--- src/rtl/nmea_sentence_checker_top_macros.svh ---
// Assertion helpers shared by the RTL files of the sentence checker.
// Each macro expects clk and arst_n to be visible where it is used.
`ifndef NMEA_SENTENCE_CHECKER_TOP_MACROS_SVH
`define NMEA_SENTENCE_CHECKER_TOP_MACROS_SVH

// Same-cycle implication, disabled while reset is asserted.
`define NMEA_ASSERT_NOW(label, ante, cons, msg) \
	label: assert property (@(posedge clk) disable iff (!arst_n) (ante) |-> (cons)) \
		else $error(msg);

// Next-cycle implication, disabled while reset is asserted.
`define NMEA_ASSERT_NEXT(label, ante, cons, msg) \
	label: assert property (@(posedge clk) disable iff (!arst_n) (ante) |=> (cons)) \
		else $error(msg);

`endif

--- src/rtl/nmea_chk_pkg.sv ---
`timescale 1ns / 1ps
`default_nettype none

package nmea_chk_pkg;

	localparam int BUFFER_BYTES = 256;
	localparam int CFG_W        = 9;
	localparam int CNT_W        = $clog2(BUFFER_BYTES + 1);
	// Wide enough for position plus two and for the configured limit.
	localparam int CMP_W        = (CNT_W + 1 > CFG_W + 1) ? CNT_W + 1 : CFG_W + 1;
	localparam int MAX_LEN_RESET = 256;

	localparam logic [7:0] CH_DOLLAR = 8'h24;
	localparam logic [7:0] CH_STAR   = 8'h2A;
	localparam logic [7:0] CH_COMMA  = 8'h2C;

	typedef logic [CNT_W-1:0] cnt_t;
	typedef logic [CMP_W-1:0] cmp_t;
	typedef logic [CFG_W-1:0] cfg_t;

	typedef enum logic [1:0] {
		ST_OK       = 2'd0,
		ST_FRAMING  = 2'd1,
		ST_TOO_LONG = 2'd2,
		ST_MISMATCH = 2'd3
	} status_t;

	typedef enum logic {
		KIND_FIELD = 1'b0,
		KIND_DONE  = 1'b1
	} kind_t;

	typedef struct packed {
		kind_t      kind;
		logic [7:0] field_index;
		logic [7:0] field_offset;
		logic [7:0] field_length;
		logic [7:0] page_number;
		logic [7:0] received_checksum;
		logic [7:0] computed_checksum;
		status_t    status;
	} report_t;

	typedef struct packed {
		logic       ok;
		logic [3:0] nib;
	} hex_t;

	function automatic hex_t hex_decode(input logic [7:0] c);
		hex_t r;
		r.ok  = 1'b1;
		r.nib = 4'd0;
		if (c >= 8'h30 && c <= 8'h39) begin
			r.nib = 4'(c - 8'h30);
		end else if (c >= 8'h41 && c <= 8'h46) begin
			r.nib = 4'(c - 8'h37);
		end else if (c >= 8'h61 && c <= 8'h66) begin
			r.nib = 4'(c - 8'h57);
		end else begin
			r.ok = 1'b0;
		end
		return r;
	endfunction

endpackage

`default_nettype wire

--- src/rtl/nmea_sentence_checker_top.sv ---
`timescale 1ns / 1ps
`default_nettype none

// A character word is held in the input register, then its result word in the result register.
// Throughput: one character word per cycle while a result-making character is not stalled by
// the output side; the single pass over the sentence state sets this.
// Reset: arst_n clears the sentence state and the valid flags of both pipeline registers
// at once and sets the length limit to 256; no clearing pass is needed.

`include "nmea_sentence_checker_top_macros.svh"

module nmea_sentence_checker_top (
	input  wire logic        clk,
	input  wire logic        arst_n,
	input  wire logic        cfg_we,
	input  wire logic [8:0]  cfg_wdata,     // max_packet_length
	input  wire logic        s_axis_tvalid,
	output logic             s_axis_tready,
	input  wire logic [7:0]  s_axis_tdata,  // char_byte
	input  wire logic        s_axis_tlast,  // last
	output logic             m_axis_tvalid,
	input  wire logic        m_axis_tready,
	// [7:0] field_index, [15:8] field_offset, [23:16] field_length, [31:24] page_number,
	// [39:32] received_checksum, [47:40] computed_checksum, [49:48] status, [55:50] zero
	output logic [55:0]      m_axis_tdata,
	output logic             m_axis_tuser   // report_kind
);

	nmea_chk_pkg::cfg_t    max_len_q;
	logic                  valid_s1;
	logic [7:0]            char_s1;
	logic                  last_s1;
	logic                  adv;
	logic                  emit;
	nmea_chk_pkg::report_t rpt;
	logic                  out_valid_q;
	nmea_chk_pkg::report_t out_q;

	always_ff @(posedge clk or negedge arst_n) begin
		if (!arst_n) begin
			max_len_q <= nmea_chk_pkg::cfg_t'(nmea_chk_pkg::MAX_LEN_RESET);
		end else if (cfg_we) begin
			max_len_q <= cfg_wdata;
		end
	end

	// A character that makes no result never waits for the output side.
	assign adv           = valid_s1 && (!emit || !out_valid_q || m_axis_tready);
	assign s_axis_tready = !valid_s1 || adv;

	always_ff @(posedge clk or negedge arst_n) begin
		if (!arst_n) begin
			valid_s1 <= 1'b0;
		end else if (s_axis_tready) begin
			valid_s1 <= s_axis_tvalid;
		end
	end

	always_ff @(posedge clk) begin
		if (s_axis_tready && s_axis_tvalid) begin
			char_s1 <= s_axis_tdata;
			last_s1 <= s_axis_tlast;
		end
	end

	nmea_chk_parser u_parser (
		.clk       (clk),
		.arst_n    (arst_n),
		.step      (adv),
		.char_byte (char_s1),
		.last      (last_s1),
		.max_len   (max_len_q),
		.emit      (emit),
		.rpt       (rpt)
	);

	always_ff @(posedge clk or negedge arst_n) begin
		if (!arst_n) begin
			out_valid_q <= 1'b0;
		end else if (adv && emit) begin
			out_valid_q <= 1'b1;
		end else if (m_axis_tready) begin
			out_valid_q <= 1'b0;
		end
	end

	always_ff @(posedge clk) begin
		if (adv && emit) begin
			out_q <= rpt;
		end
	end

	assign m_axis_tvalid = out_valid_q;
	assign m_axis_tuser  = out_q.kind;
	assign m_axis_tdata  = {6'd0, out_q.status, out_q.computed_checksum, out_q.received_checksum,
		out_q.page_number, out_q.field_length, out_q.field_offset, out_q.field_index};

	`NMEA_ASSERT_NOW(a_no_overwrite, adv && emit, !out_valid_q || m_axis_tready, "result register overwritten")
	`NMEA_ASSERT_NEXT(a_s1_holds, valid_s1 && !adv, valid_s1 && $stable(char_s1) && $stable(last_s1), "stalled character lost")
	`NMEA_ASSERT_NEXT(a_result_loaded, adv && emit, out_valid_q, "result not presented")

endmodule

`default_nettype wire

--- src/rtl/nmea_chk_parser.sv ---
`timescale 1ns / 1ps
`default_nettype none

`include "nmea_sentence_checker_top_macros.svh"

module nmea_chk_parser (
	input  wire logic                 clk,
	input  wire logic                 arst_n,
	input  wire logic                 step,
	input  wire logic [7:0]           char_byte,
	input  wire logic                 last,
	input  wire nmea_chk_pkg::cfg_t   max_len,
	output logic                      emit,
	output nmea_chk_pkg::report_t     rpt
);

	nmea_chk_pkg::cnt_t cnt_q;
	logic [7:0]         xor_q;
	logic               star_seen_q;
	logic               first_dollar_q;
	logic [7:0]         page_q;
	logic               page_open_q;
	logic               field_open_q;
	logic [7:0]         field_cnt_q;
	logic [7:0]         field_start_q;
	logic [3:0]         hex_acc_q;
	logic               hex_valid_q;
	logic               overflowed_q;
	logic               star_back1_q;
	logic               star_back2_q;

	logic               over_now;
	nmea_chk_pkg::cnt_t pos;
	nmea_chk_pkg::cmp_t pos_w;
	nmea_chk_pkg::cmp_t limit;
	logic [7:0]         pos8;
	logic               pos_nz;
	nmea_chk_pkg::hex_t hx;
	logic               is_digit;
	logic [7:0]         page_next;
	logic [7:0]         xor_next;
	logic               is_sep;
	logic [7:0]         received;
	logic               framing_bad;
	logic               too_long;
	logic               mismatch;

	always_comb begin
		over_now = cnt_q >= nmea_chk_pkg::cnt_t'(nmea_chk_pkg::BUFFER_BYTES);
		pos      = over_now ? nmea_chk_pkg::cnt_t'(nmea_chk_pkg::BUFFER_BYTES) : cnt_q;
		pos_w    = nmea_chk_pkg::cmp_t'(pos);
		pos8     = pos_w[7:0];
		pos_nz   = pos != '0;
		hx       = nmea_chk_pkg::hex_decode(char_byte);
		is_digit = char_byte >= 8'h30 && char_byte <= 8'h39;

		// Page times ten is two shifted copies added.
		if (page_open_q && pos_nz && is_digit) begin
			page_next = {page_q[4:0], 3'b000} + {page_q[6:0], 1'b0} + (char_byte - 8'h30);
		end else begin
			page_next = page_q;
		end

		if (!star_seen_q && pos_nz && char_byte != nmea_chk_pkg::CH_STAR) begin
			xor_next = xor_q ^ char_byte;
		end else begin
			xor_next = xor_q;
		end

		is_sep = !star_seen_q &&
			(char_byte == nmea_chk_pkg::CH_COMMA || char_byte == nmea_chk_pkg::CH_STAR);

		if (nmea_chk_pkg::cmp_t'(max_len) < nmea_chk_pkg::cmp_t'(nmea_chk_pkg::BUFFER_BYTES)) begin
			limit = nmea_chk_pkg::cmp_t'(max_len);
		end else begin
			limit = nmea_chk_pkg::cmp_t'(nmea_chk_pkg::BUFFER_BYTES);
		end

		received    = {hex_valid_q ? hex_acc_q : 4'd0, hx.ok ? hx.nib : 4'd0};
		framing_bad = !pos_nz || !first_dollar_q || !star_back2_q;
		too_long    = overflowed_q || over_now || (pos_w + nmea_chk_pkg::cmp_t'(2) > limit);
		mismatch    = !(hex_valid_q && hx.ok) || received != xor_next;
	end

	always_comb begin
		emit = last || (is_sep && field_open_q);
		rpt  = '0;
		if (last) begin
			rpt.kind              = nmea_chk_pkg::KIND_DONE;
			rpt.page_number       = page_next;
			rpt.received_checksum = received;
			rpt.computed_checksum = xor_next;
			if (framing_bad) begin
				rpt.status = nmea_chk_pkg::ST_FRAMING;
			end else if (too_long) begin
				rpt.status = nmea_chk_pkg::ST_TOO_LONG;
			end else if (mismatch) begin
				rpt.status = nmea_chk_pkg::ST_MISMATCH;
			end else begin
				rpt.status = nmea_chk_pkg::ST_OK;
			end
		end else begin
			rpt.kind         = nmea_chk_pkg::KIND_FIELD;
			rpt.field_index  = field_cnt_q;
			rpt.field_offset = field_start_q;
			rpt.field_length = pos8 - field_start_q;
		end
	end

	always_ff @(posedge clk or negedge arst_n) begin
		if (!arst_n) begin
			cnt_q          <= '0;
			xor_q          <= '0;
			star_seen_q    <= 1'b0;
			first_dollar_q <= 1'b0;
			page_q         <= '0;
			page_open_q    <= 1'b1;
			field_open_q   <= 1'b0;
			field_cnt_q    <= '0;
			field_start_q  <= '0;
			hex_acc_q      <= '0;
			hex_valid_q    <= 1'b1;
			overflowed_q   <= 1'b0;
			star_back1_q   <= 1'b0;
			star_back2_q   <= 1'b0;
		end else if (step) begin
			if (last) begin
				// A finished sentence returns everything to the idle values.
				cnt_q          <= '0;
				xor_q          <= '0;
				star_seen_q    <= 1'b0;
				first_dollar_q <= 1'b0;
				page_q         <= '0;
				page_open_q    <= 1'b1;
				field_open_q   <= 1'b0;
				field_cnt_q    <= '0;
				field_start_q  <= '0;
				hex_acc_q      <= '0;
				hex_valid_q    <= 1'b1;
				overflowed_q   <= 1'b0;
				star_back1_q   <= 1'b0;
				star_back2_q   <= 1'b0;
			end else begin
				if (!over_now) begin
					cnt_q <= cnt_q + nmea_chk_pkg::cnt_t'(1);
				end
				overflowed_q <= overflowed_q | over_now;
				if (!pos_nz) begin
					first_dollar_q <= char_byte == nmea_chk_pkg::CH_DOLLAR;
				end
				xor_q  <= xor_next;
				page_q <= page_next;
				if (pos_nz && !is_digit) begin
					page_open_q <= 1'b0;
				end
				if (is_sep) begin
					if (char_byte == nmea_chk_pkg::CH_COMMA) begin
						field_open_q  <= 1'b1;
						field_start_q <= pos8 + 8'd1;
					end else begin
						field_open_q <= 1'b0;
						star_seen_q  <= 1'b1;
					end
					if (field_open_q) begin
						field_cnt_q <= field_cnt_q + 8'd1;
					end
				end
				star_back2_q <= star_back1_q;
				star_back1_q <= char_byte == nmea_chk_pkg::CH_STAR;
				hex_valid_q  <= hx.ok;
				hex_acc_q    <= hx.ok ? hx.nib : 4'd0;
			end
		end
	end

	`NMEA_ASSERT_NOW(a_field_before_star, step && emit && !last, !star_seen_q && field_open_q, "field word after checksum marker")
	`NMEA_ASSERT_NEXT(a_done_clears, step && last, cnt_q == '0 && !star_seen_q && !field_open_q, "state not cleared after sentence end")
	`NMEA_ASSERT_NEXT(a_star_latches, step && !last && star_seen_q, star_seen_q, "checksum marker flag dropped inside sentence")

endmodule

`default_nettype wire
--- config.mk ---
export PLATFORM = sky130hd
export DESIGN_NAME = nmea_sentence_checker_top
export DESIGN_NICKNAME = d
export VERILOG_FILES = /design/src/rtl/nmea_chk_pkg.sv /design/src/rtl/nmea_sentence_checker_top.sv /design/src/rtl/nmea_chk_parser.sv
export VERILOG_INCLUDE_DIRS = /design/src /design/src/rtl
export SDC_FILE = /design/constraint.sdc
export NUM_CORES = 1
export LEC_CHECK = 0
export ABC_AREA = 0
export BUFFER_PORTS_ARGS = -buffer_cell sky130_fd_sc_hd__buf_2
export CORE_AREA = 2 2 108 110
export DETAILED_ROUTE_END_ITERATION = 6
export DIE_AREA = 0 0 110 112
export HOLD_SLACK_MARGIN = 0.03
export PLACE_DENSITY_LB_ADDON = 0.25
export SLEW_MARGIN = 20
export SYNTH_ARGS = -nofsm -noshare
export SYNTH_HDL_FRONTEND = slang
export SYNTH_SLANG_ARGS = --single-unit
--- constraint.sdc ---
create_clock -name clk -period 6.1 [get_ports clk]
set_input_delay 0.305 -clock clk [delete_from_list [all_inputs] [get_ports clk]]
set_output_delay 0.305 -clock clk [all_outputs]
set_load 0.01 [all_outputs]
Word-level counts from Yosys, hierarchy flattened
Cells that the tools add are included.
{ "op_classes": {"addsub": 10, "mul": 0, "div_mod_pow": 0, "n_lt_le_gt_ge": 9, "eq_ne": 8, "shift": 0, "n_mux": 43, "bitwise": 3, "n_reduce_logical": 47} }
{ "ops": {"columns": ["op", "count"], "rows": [
  ["8-bit two-way mux", 10],
  ["9-bit two-way mux", 4],
  ["8-bit by 6-bit equality test with 1-bit output, second input constant", 3],
  ["4-bit two-way mux", 6],
  ["1-bit two-way mux", 21],
  ["8-bit by 1-bit adder with 8-bit output, second input constant", 2],
  ["8-bit adder", 2],
  ["8-bit by 7-bit >= comparator with 1-bit output, second input constant", 2],
  ["8-bit by 7-bit less-or-equal comparator with 1-bit output, second input constant", 2],
  ["1-bit logical AND", 14],
  ["9-bit by 2-bit adder with 10-bit output, second input constant", 1],
  ["10-bit by 9-bit greater-than comparator with 1-bit output", 1],
  ["1-bit logical OR", 10],
  ["2-bit nonzero test", 5],
  ["9-bit by 1-bit adder with 9-bit output, second input constant", 1],
  ["9-bit >= comparator, second input constant", 1],
  ["1-bit zero test", 9],
  ["9-bit less-than comparator, second input constant", 1],
  ["3-bit AND reduction", 3],
  ["9-bit nonzero test", 1],
  ["8-bit by 6-bit >= comparator with 1-bit output, second input constant", 1],
  ["8-bit by 6-bit less-or-equal comparator with 1-bit output, second input constant", 1],
  ["8-bit by 6-bit != test with 1-bit output, second input constant", 1],
  ["8-bit != test", 1],
  ["other kinds (10)", 17]
]} }
{ "totals": {"register_bits": 124, "latch_bits": 0, "mem_bits_rw": 0, "romBits": 0, "in_bits": 23, "word_cells": 148, "memories": 0} }

Longest topological paths before layout
Gate-level depths: netlist (run 1).
{ "depth": {"depth_word": 11, "mapped_depth": 15} }

Cells and area by module
A second synthesis (run 1) with hierarchy kept.
{ "hier_totals": {"cells_unflattened": 678, "area_unflattened_um2": 7149.4} }
{ "modules_own_cells": {"columns": ["module", "n_inst", "cells_per_inst", "area_per_inst_um2"], "rows": [
  ["nmea_chk_parser", 1, 582, 4827.1],
  ["nmea_sentence_checker_top", 1, 96, 2322.2]
]} }

Least setup slack after synthesis (run 1)
No wires, ideal clock.
{ "synth_timing": {"path_type": "reg2reg", "from": "reg char_s1[0]", "to": "reg u_parser.field_cnt_q[5]", "setup_time_ps": 129, "arrival_ps": 3514, "required_ps": 5971, "path_slack_ps": 2458, "path_stages_with_launch": 12, "n_path_buf": 1, "synth_period_minus_slack_ps": 3642, "cell_sequence": "edfxtp_1 -> clkbuf_1 -> inv_1 -> ha_1 -> nand4b_1 -> o22ai_4 -> a31oi_4 -> nor3b_4 -> and4_4 -> nand3_2 -> xor2_1 -> nor2_1"} }
{ "synth_via": {"elab_chain_cells": 10} }
{ "synth_lines": {"columns": ["item", "line_no", "text"], "rows": [
  ["start: declaration", "nmea_sentence_checker_top.sv:31", "logic [7:0] char_s1;"],
  ["start signal: assignment", "nmea_sentence_checker_top.sv:61", "char_s1 <= s_axis_tdata;"],
  ["8-bit by 6-bit equality test with 1-bit output", "nmea_chk_parser.sv:71", "(char_byte == nmea_chk_pkg::CH_COMMA || char_byte == nmea_chk_pkg::CH_STAR);"],
  ["1-bit logical OR (*)", "nmea_chk_parser.sv:71", null],
  ["1-bit logical AND (*)", "nmea_chk_parser.sv:70", "is_sep = !star_seen_q &&"],
  ["1-bit logical AND", "nmea_chk_parser.sv:86", "emit = last || (is_sep && field_open_q);"],
  ["1-bit logical OR", "nmea_chk_parser.sv:86", null],
  ["1-bit zero test", "nmea_sentence_checker_top.sv:48", "assign adv = valid_s1 && (!emit || !out_valid_q || m_axis_tready);"],
  ["1-bit logical OR (2 in series)", "nmea_sentence_checker_top.sv:48", null],
  ["1-bit logical AND", "nmea_sentence_checker_top.sv:48", null],
  ["3-bit AND reduction (no line) (*)", null, null],
  ["end signal: assignment", "nmea_chk_parser.sv:165", "field_cnt_q <= field_cnt_q + 8'd1;"],
  ["end: declaration", "nmea_chk_parser.sv:24", "logic [7:0] field_cnt_q;"]
]} }
Every way passes the cells marked *; elsewhere a longest branch is shown, timed or not.
A chain may end at the register's enable or synchronous reset.

Worst setup path after layout (run 1)
{ "layout_timing": {"from": "reg u_parser.cnt_q[8]", "to": "reg out_q (netlist bit m_axis_tdata[48]), data pin"} }
{ "layout_via": {"elab_chain_cells": 11} }
{ "layout_lines": {"columns": ["item", "line_no", "text"], "rows": [
  ["start: declaration", "nmea_chk_parser.sv:17", "nmea_chk_pkg::cnt_t cnt_q;"],
  ["start signal: assignment", "nmea_chk_parser.sv:145", "cnt_q <= cnt_q + nmea_chk_pkg::cnt_t'(1);"],
  ["branches (longest 10 deep; another with 9-bit by 2-bit adder with 10-bit output)", null, null],
  ["1-bit two-way mux (*)", "nmea_chk_parser.sv:93", "if (framing_bad) begin"],
  ["end signal: assignment", "nmea_sentence_checker_top.sv:89", "out_q <= rpt;"],
  ["end: declaration", "nmea_sentence_checker_top.sv:37", "nmea_chk_pkg::report_t out_q;"]
]} }
Mark *: on every way between the ends.

==> results.json, run 1 <==
{
  "outcome": "finished clean",
  "cts_root_buf": "clkbuf_16",
  "chipWidth_um": 110,
  "path_cells": "nor2_1 > inv_1 > ha_1 > nor4b_1 > a21oi_1 > and2_4 > a21oi_1 > a221oi_1 > o2111ai_1 > o31ai_1 > a21boi_1",
  "timing.final.hold_violations": 0,
  "hpwl_um": 10100,
  "synth.most_common_cell": "nand2_1",
  "nets": 801,
  "pin_count": 82,
  "rsz0062_at_grt": "false",
  "drive_above_1_share_pct": 18.6,
  "cp_top_family": "compound AO/OA/AOI/OAI gates",
  "min_path_type": "input pin to flip-flop",
  "synth_area_leader_cell": "edfxtp_1",
  "synth_area_leaders": "edfxtp_1 26%, dfrtp_1 22%, ha_1 6.6%",
  "synth_edf_count": 60,
  "via_per_inst": 5.86,
  "syn_avg_cell_area_um2": 10.5,
  "combPwrFrac_pct": 18.1,
  "synthCells": 672,
  "start_kind": "flip-flop",
  "n_fill_cell": 787,
  "vias": 5218,
  "clk_latency_ns": 0.42,
  "clock-sinks": 124,
  "place.gp.congestion": 0.923,
  "p_sw_share_pct": 27.9,
  "ys.warnings.count": 0,
  "p_int_mw": 1.90,
  "wire_per_inst_um": 17.4,
  "numCtsBuffers": 17,
  "drtIter0Drc": 451,
  "grt_pass1_wl_um": 25700,
  "max_freq_ghz": 0.249,
  "period_share_pct": 65.9,
  "synth_top_area_share_pct": 25.6,
  "crit_type": "flip-flop to flip-flop",
  "cts_tree": "built",
  "grt_max_degree": 83,
  "dp.cells": 859,
  "synth_seq_cells": 124,
  "switching_power_uw": 735,
  "cp-end-kind": "flip-flop",
  "start_util_pct": 62.9,
  "grt_usage_pct": 27.4,
  "total_power_mw": 2.64,
  "path_depth": 11,
  "power.leakage_nw": 3.48,
  "fin_crit_ns": 4.02,
  "grt_pass1_vias": 5095,
  "netlist-cell-type-count": 72,
  "drt_wl_total_um": 15500,
  "ys.flop_type": "dfrtp_1",
  "syn-cell-area_um2": 7030,
  "rows": 39,
  "postCtsSetupRepairBufs": 0,
  "setup_viol": 0,
  "peakVddDrop_mv": 0.188,
  "grt_remaining_overflow": 0,
  "max_cap_viol_count": 0,
  "cp_num_buf_inv": 1,
  "power_frac_clock_pct": 42.6,
  "cts.clk_slew.worst_paths_ns": 0.06,
  "fp.coreArea_um2": 11200,
  "port_buffers": 75,
  "synth-seq-area-share_pct": 48.4,
  "maxSlewHeadroom_pct": 32.4,
  "drv_slew": 0,
  "path_common_cell": "a21oi_1",
  "die_area_um2": 12300,
  "seqPwrFrac_pct": 39.3,
  "slowest_delay_ns": 0.79,
  "ctsHtreeMaxLevel": 4,
  "synthTopCellsByCount": "62 x nand2_1, 61 x dfrtp_1, 60 x edfxtp_1",
  "worstMarginPinSlew_ns": 1.01,
  "p_per_area_nw_per_um2": 326,
  "whs_path_depth": 1,
  "reg2reg_depth": 11,
  "synthToLayoutAreaGrowth_pct": 15.0,
  "worstPathMaxFanout": 16,
  "cts_buffer_depth": 2,
  "crit_arrival_ns": 4.17,
  "postCtsHoldBufs": 0,
  "finClkSkew_ns": 0.0162,
  "antenna_cells": 0,
  "drcViolationCount": 0,
  "first_pass_iters": 5,
  "ant_nets": 0,
  "required_ns": 6.26,
  "fin_cells": 891,
  "antenna_found_initial": 0,
  "synthArstFlopShare_pct": 51.6,
  "totalNegativeSetupSlack_ns": 0,
  "die_h_um": 112,
  "crit_slowest_cell": "a21oi_1",
  "cts_resized": 0
}
-- area by class of cell --
| cell class | count | area [um^2] | share of cell area [%] |
|---|---|---|---|
| Clock buffer | 19 | 443 | 5.48 |
| Clock inverter | 13 | 213 | 2.63 |
| Inverter | 43 | 161 | 2.00 |
| Multi-Input combinational cell | 469 | 3270 | 40.4 |
| Sequential cell | 124 | 3410 | 42.1 |
| Tap cell | 143 | 179 | 2.21 |
| Timing Repair Buffer | 80 | 413 | 5.11 |
-- worst reg2reg max path, cell delays in order, from the launching register on --
cell	delay, ns
dfrtp_1	0.57
nor2_1	0.47
inv_1	0.18
ha_1	0.23
nor4b_1	0.16
a21oi_1	0.79
and2_4	0.37
a21oi_1	0.09
a221oi_1	0.30
o2111ai_1	0.18
o31ai_1	0.30
a21boi_1	0.11
-- per-stage QoR --
step	hold slack (ns)	worst slack, ns	area (um^2)	util (%)
floorplan	0.00941	2.46	7050	-
global placement	0.464	2.43	7430	66.5
detailed placement	0.473	2.23	7430	66.5
global route	0.0459	1.81	8090	72.4
CTS	0.0518	2.19	8090	72.4
finish	0.0537	2.08	8090	72.4
-- logic make-up (layout without fill, tap and decap cells) --
family / after synthesis / after routing / synth area share (%)
xor gates and xnor gates: 48 / 48 / 6.47
AOI/OAI and AO/OA: 140 / 140 / 13.3
and+or+nand+nor: 223 / 223 / 16.5
adders and majority gates: 43 / 43 / 8.29
buffers and inverters: 84 / 155 / 5.50
other: 1 / 6 / 0.0533
DFF: 124 / 124 / 48.4
muxes: 9 / 9 / 1.44
-- power groups by stage --
stage	registers, mW	logic (mW)	clock network [mW]
floorplan	1.03	0.361	0
global placement	1.04	0.450	0
detailed placement	1.05	0.467	0
CTS	1.03	0.477	1.13
global route	1.05	0.534	1.17
finish	1.04	0.477	1.12
-- metal layers --
layer	vias to the layer above	wire (um)	share of wire, %	global-route usage [%]
met3	16	1020	6.6	6.21
met1	2526	6900	45	39.4
met4	0	196	1.3	8.27
met2	202	7360	48	41.6
li1	2474	-	-	-
met5	-	0	0	0
-- cell usage in the layout (no fill, tap or decap), types with 3 or more instances in the layout --
cell and n:
a21boi_0 8, a21o_1 7, a21oi_1 30, a22o_1 7, a31oi_1 3, and2_1 8, and3_1 11, buf_2 75
buf_4 5, bufinv_16 5, clkbuf_16 17, conb_1 6, dfrtp_1 61, dfstp_2 3, edfxtp_1 60, fa_1 6
ha_1 37, inv_1 42, inv_6 3, mux2_2 9, nand2_1 62, nand2b_1 6, nand3_1 18, nand4_1 10
nor2_1 46, nor2b_1 23, nor3_1 12, nor3b_1 3, nor4b_1 3, o21a_1 7, o21ai_0 38, o21ai_1 3
o31ai_1 14, xnor2_1 27, xor2_1 18
-- state kept, by name, indices dropped and copies added (netlist names) --
name	cells
u_parser.page_open_q	1
u_parser.overflowed_q	1
u_parser.field_cnt_q	8
valid_s1	1
char_s1	8
u_parser.hex_acc_q	4
u_parser.star_back1_q	1
m_axis_tdata	50
u_parser.page_q	8
u_parser.cnt_q	9
max_len_q	9
u_parser.field_start_q	8
last_s1	1
u_parser.star_seen_q	1
u_parser.hex_valid_q	1
u_parser.first_dollar_q	1
m_axis_tuser	1
m_axis_tvalid	1
u_parser.field_open_q	1
u_parser.xor_q	8
u_parser.star_back2_q	1
-- worst paths after layout --
check	slack (ns)	endpoint	start
setup reg to reg	2.08	m_axis_tdata[48]	u_parser.cnt_q[8]
hold / removal	0.05	char_s1[2]	s_axis_tdata[2]
setup / recovery	2.08	m_axis_tdata[48]	u_parser.cnt_q[8]
min in group asynchronous	0.08	max_len_q[6]	arst_n
hold reg to reg	0.48	u_parser.field_start_q[4]	u_parser.field_start_q[4]
max in group asynchronous	5.46	u_parser.xor_q[4]	arst_n
Note: power is estimated with default switching activity, not from simulation.
==> run 2: changes to the inputs <==
--- a/config.mk
+++ b/config.mk
@@ -8,9 +8,9 @@
 export LEC_CHECK = 0
 export ABC_AREA = 0
 export BUFFER_PORTS_ARGS = -buffer_cell sky130_fd_sc_hd__buf_2
-export CORE_AREA = 2 2 108 110
+export CORE_AREA = 2 2 113 115
 export DETAILED_ROUTE_END_ITERATION = 6
-export DIE_AREA = 0 0 110 112
+export DIE_AREA = 0 0 115 117
 export HOLD_SLACK_MARGIN = 0.03
 export PLACE_DENSITY_LB_ADDON = 0.25
 export SLEW_MARGIN = 20
==> constraint.sdc (replaced) <==
create_clock -name clk -period 4.13 [get_ports clk]
set_input_delay 0.2065 -clock clk [delete_from_list [all_inputs] [get_ports clk]]
set_output_delay 0.2065 -clock clk [all_outputs]
set_load 0.01 [all_outputs]
==> results.json, run 2 (synthesis gave the netlist of run 1 again) <==
{
  "outcome": "finished clean",
  "rsz0062_at_grt": "false",
  "clk_latency_ns": 0.42,
  "drcViolationCount": 0,
  "vias": 5211,
  "ctsHtreeMaxLevel": 4,
  "port_buffers": 75,
  "setup_viol": 0,
  "cts_buffer_depth": 2,
  "cts_tree": "built",
  "cp_top_family": "compound AO/OA/AOI/OAI gates",
  "drv_slew": 0,
  "period_share_pct": 93.2,
  "finClkSkew_ns": 0.00714,
  "final_common_cell": "buf_2",
  "hpwl_um": 9850,
  "crit_type": "flip-flop to flip-flop",
  "cts.clk_slew.worst_paths_ns": 0.06,
  "max_freq_ghz": 0.260,
  "layout_common_cells": "75 x buf_2, 62 x nand2_1, 61 x dfrtp_1",
  "postCtsSetupRepairBufs": 0,
  "antenna_found_initial": 0,
  "grt_usage_pct": 24.1,
  "ant_nets": 0,
  "largest_reg_flops": 50,
  "worstPathMaxFanout": 16,
  "cts_root_buf": "clkbuf_16",
  "drive_above_1_share_pct": 18.4,
  "place.gp.congestion": 0.882,
  "cp-end-kind": "flip-flop",
  "required_ns": 4.29,
  "min_path_type": "input pin to flip-flop",
  "antenna_cells": 0,
  "path_common_cell": "a21oi_1",
  "wire_per_inst_um": 16.5,
  "maxSlewHeadroom_pct": 36.8,
  "p_per_area_nw_per_um2": 460,
  "die_h_um": 117,
  "grt_pass1_vias": 5106,
  "fp.coreArea_um2": 12300,
  "die_area_um2": 13500,
  "cts_resized": 0,
  "max_cap_viol_count": 0,
  "start_kind": "flip-flop",
  "slowest_delay_ns": 0.75,
  "dp.cells": 866,
  "fin_cells": 918,
  "grt_pass1_wl_um": 25300,
  "numCtsBuffers": 17,
  "chipWidth_um": 115,
  "first_pass_iters": 5,
  "seqCellArea_um2": 3410,
  "drt_wl_total_um": 15100,
  "path_cells": "nor2_1 > inv_1 > ha_1 > nor4b_1 > a21oi_1 > and2_4 > a21oi_1 > a221oi_1 > o2111ai_1 > o31ai_1 > a21boi_1",
  "cp_num_buf_inv": 1,
  "nets": 821,
  "multiInputGateArea_um2": 3260,
  "clock-sinks": 124,
  "rows": 41,
  "power.leakage_nw": 3.55,
  "worstMarginPinSlew_ns": 0.948,
  "pin_count": 82,
  "drtIter0Drc": 552,
  "grt_remaining_overflow": 0,
  "crit_slowest_cell": "a21oi_1",
  "synthToLayoutAreaGrowth_pct": 17.3,
  "n_fill_cell": 927,
  "via_per_inst": 5.68,
  "peakVddDrop_mv": 0.222,
  "timing.final.hold_violations": 0,
  "totalNegativeSetupSlack_ns": 0,
  "fin_crit_ns": 3.85,
  "grt_max_degree": 83,
  "start_util_pct": 57.1,
  "crit_arrival_ns": 4.01
}
[run 2: cell types whose count changed in the layout (fill, tap and decap cells not counted), sizes merged]
cell and delta:
bufinv -2, clkbuf -1, dlygate4sd3 +20, inv +3
[run 2: worst paths after layout]
path | from | to | slack (ns) | cells past startpoint
max in group asynchronous | arst_n | u_parser.hex_acc_q[2] | 3.06 | 3
setup reg to reg | u_parser.cnt_q[8] | m_axis_tdata[48] | 0.28 | 11
hold reg to reg | u_parser.star_back1_q | u_parser.star_back1_q | 0.48 | 2
min in group asynchronous | arst_n | max_len_q[6] | 0.51 | 3
setup / recovery | u_parser.cnt_q[8] | m_axis_tdata[48] | 0.28 | 11
hold / removal | cfg_we | max_len_q[8] | 0.11 | 2
[run 2: routing by layer]
layer | share of wire (%) | GRT usage [%] | vias up
li1 | - | - | 2513
met1 | 46 | 32.5 | 2484
met2 | 47 | 39.0 | 190
met3 | 5.5 | 5.10 | 24
met4 | 1.8 | 8.76 | 0
met5 | 0 | 0 | -
[run 2: stage by stage]
stage	hold slack [ns]	instance area (um^2)	power, mW	setup slack [ns]	util [%]
after floorplan	-0.0891	7050	2.06	0.488	-
after global placement	0.383	7430	2.20	0.516	60.4
after detailed placement	0.385	7430	2.23	0.362	60.4
after CTS	0.0897	8250	3.82	0.296	67.0
after global routing	0.147	8250	3.98	0.00306	67.0
final	0.106	8250	3.80	0.282	67.0
[run 2: repair_timing]
action | in CTS | in global routing
hold buffers | 20 | 0
endpoints found under the hold margin | 80 | 0
setup endpoints to repair | 0 | 0
[run 2: area by class of cell]
cell class	instances	share of cell area, %
well taps	150	2.27
clock buffers	18	5.32
flip-flops and latches	124	41.3
multi-input cells	469	39.5
repair buffers	100	7.43
clock inverters	14	2.21
inverters	43	1.96
[run 2: power by group]
part / switching (mW) / internal (mW)
registers: 0.108 / 1.42
logic: 0.399 / 0.309
clock network: 0.587 / 0.978
total: 1.09 / 2.71
[run 2: worst register-to-register path, cell delays in order, from the launching register on]
cell and delay [ns]:
dfrtp_1 0.56, nor2_1 0.39, inv_1 0.16, ha_1 0.23
nor4b_1 0.16, a21oi_1 0.75, and2_4 0.36, a21oi_1 0.08
a221oi_1 0.30, o2111ai_1 0.21, o31ai_1 0.28, a21boi_1 0.11
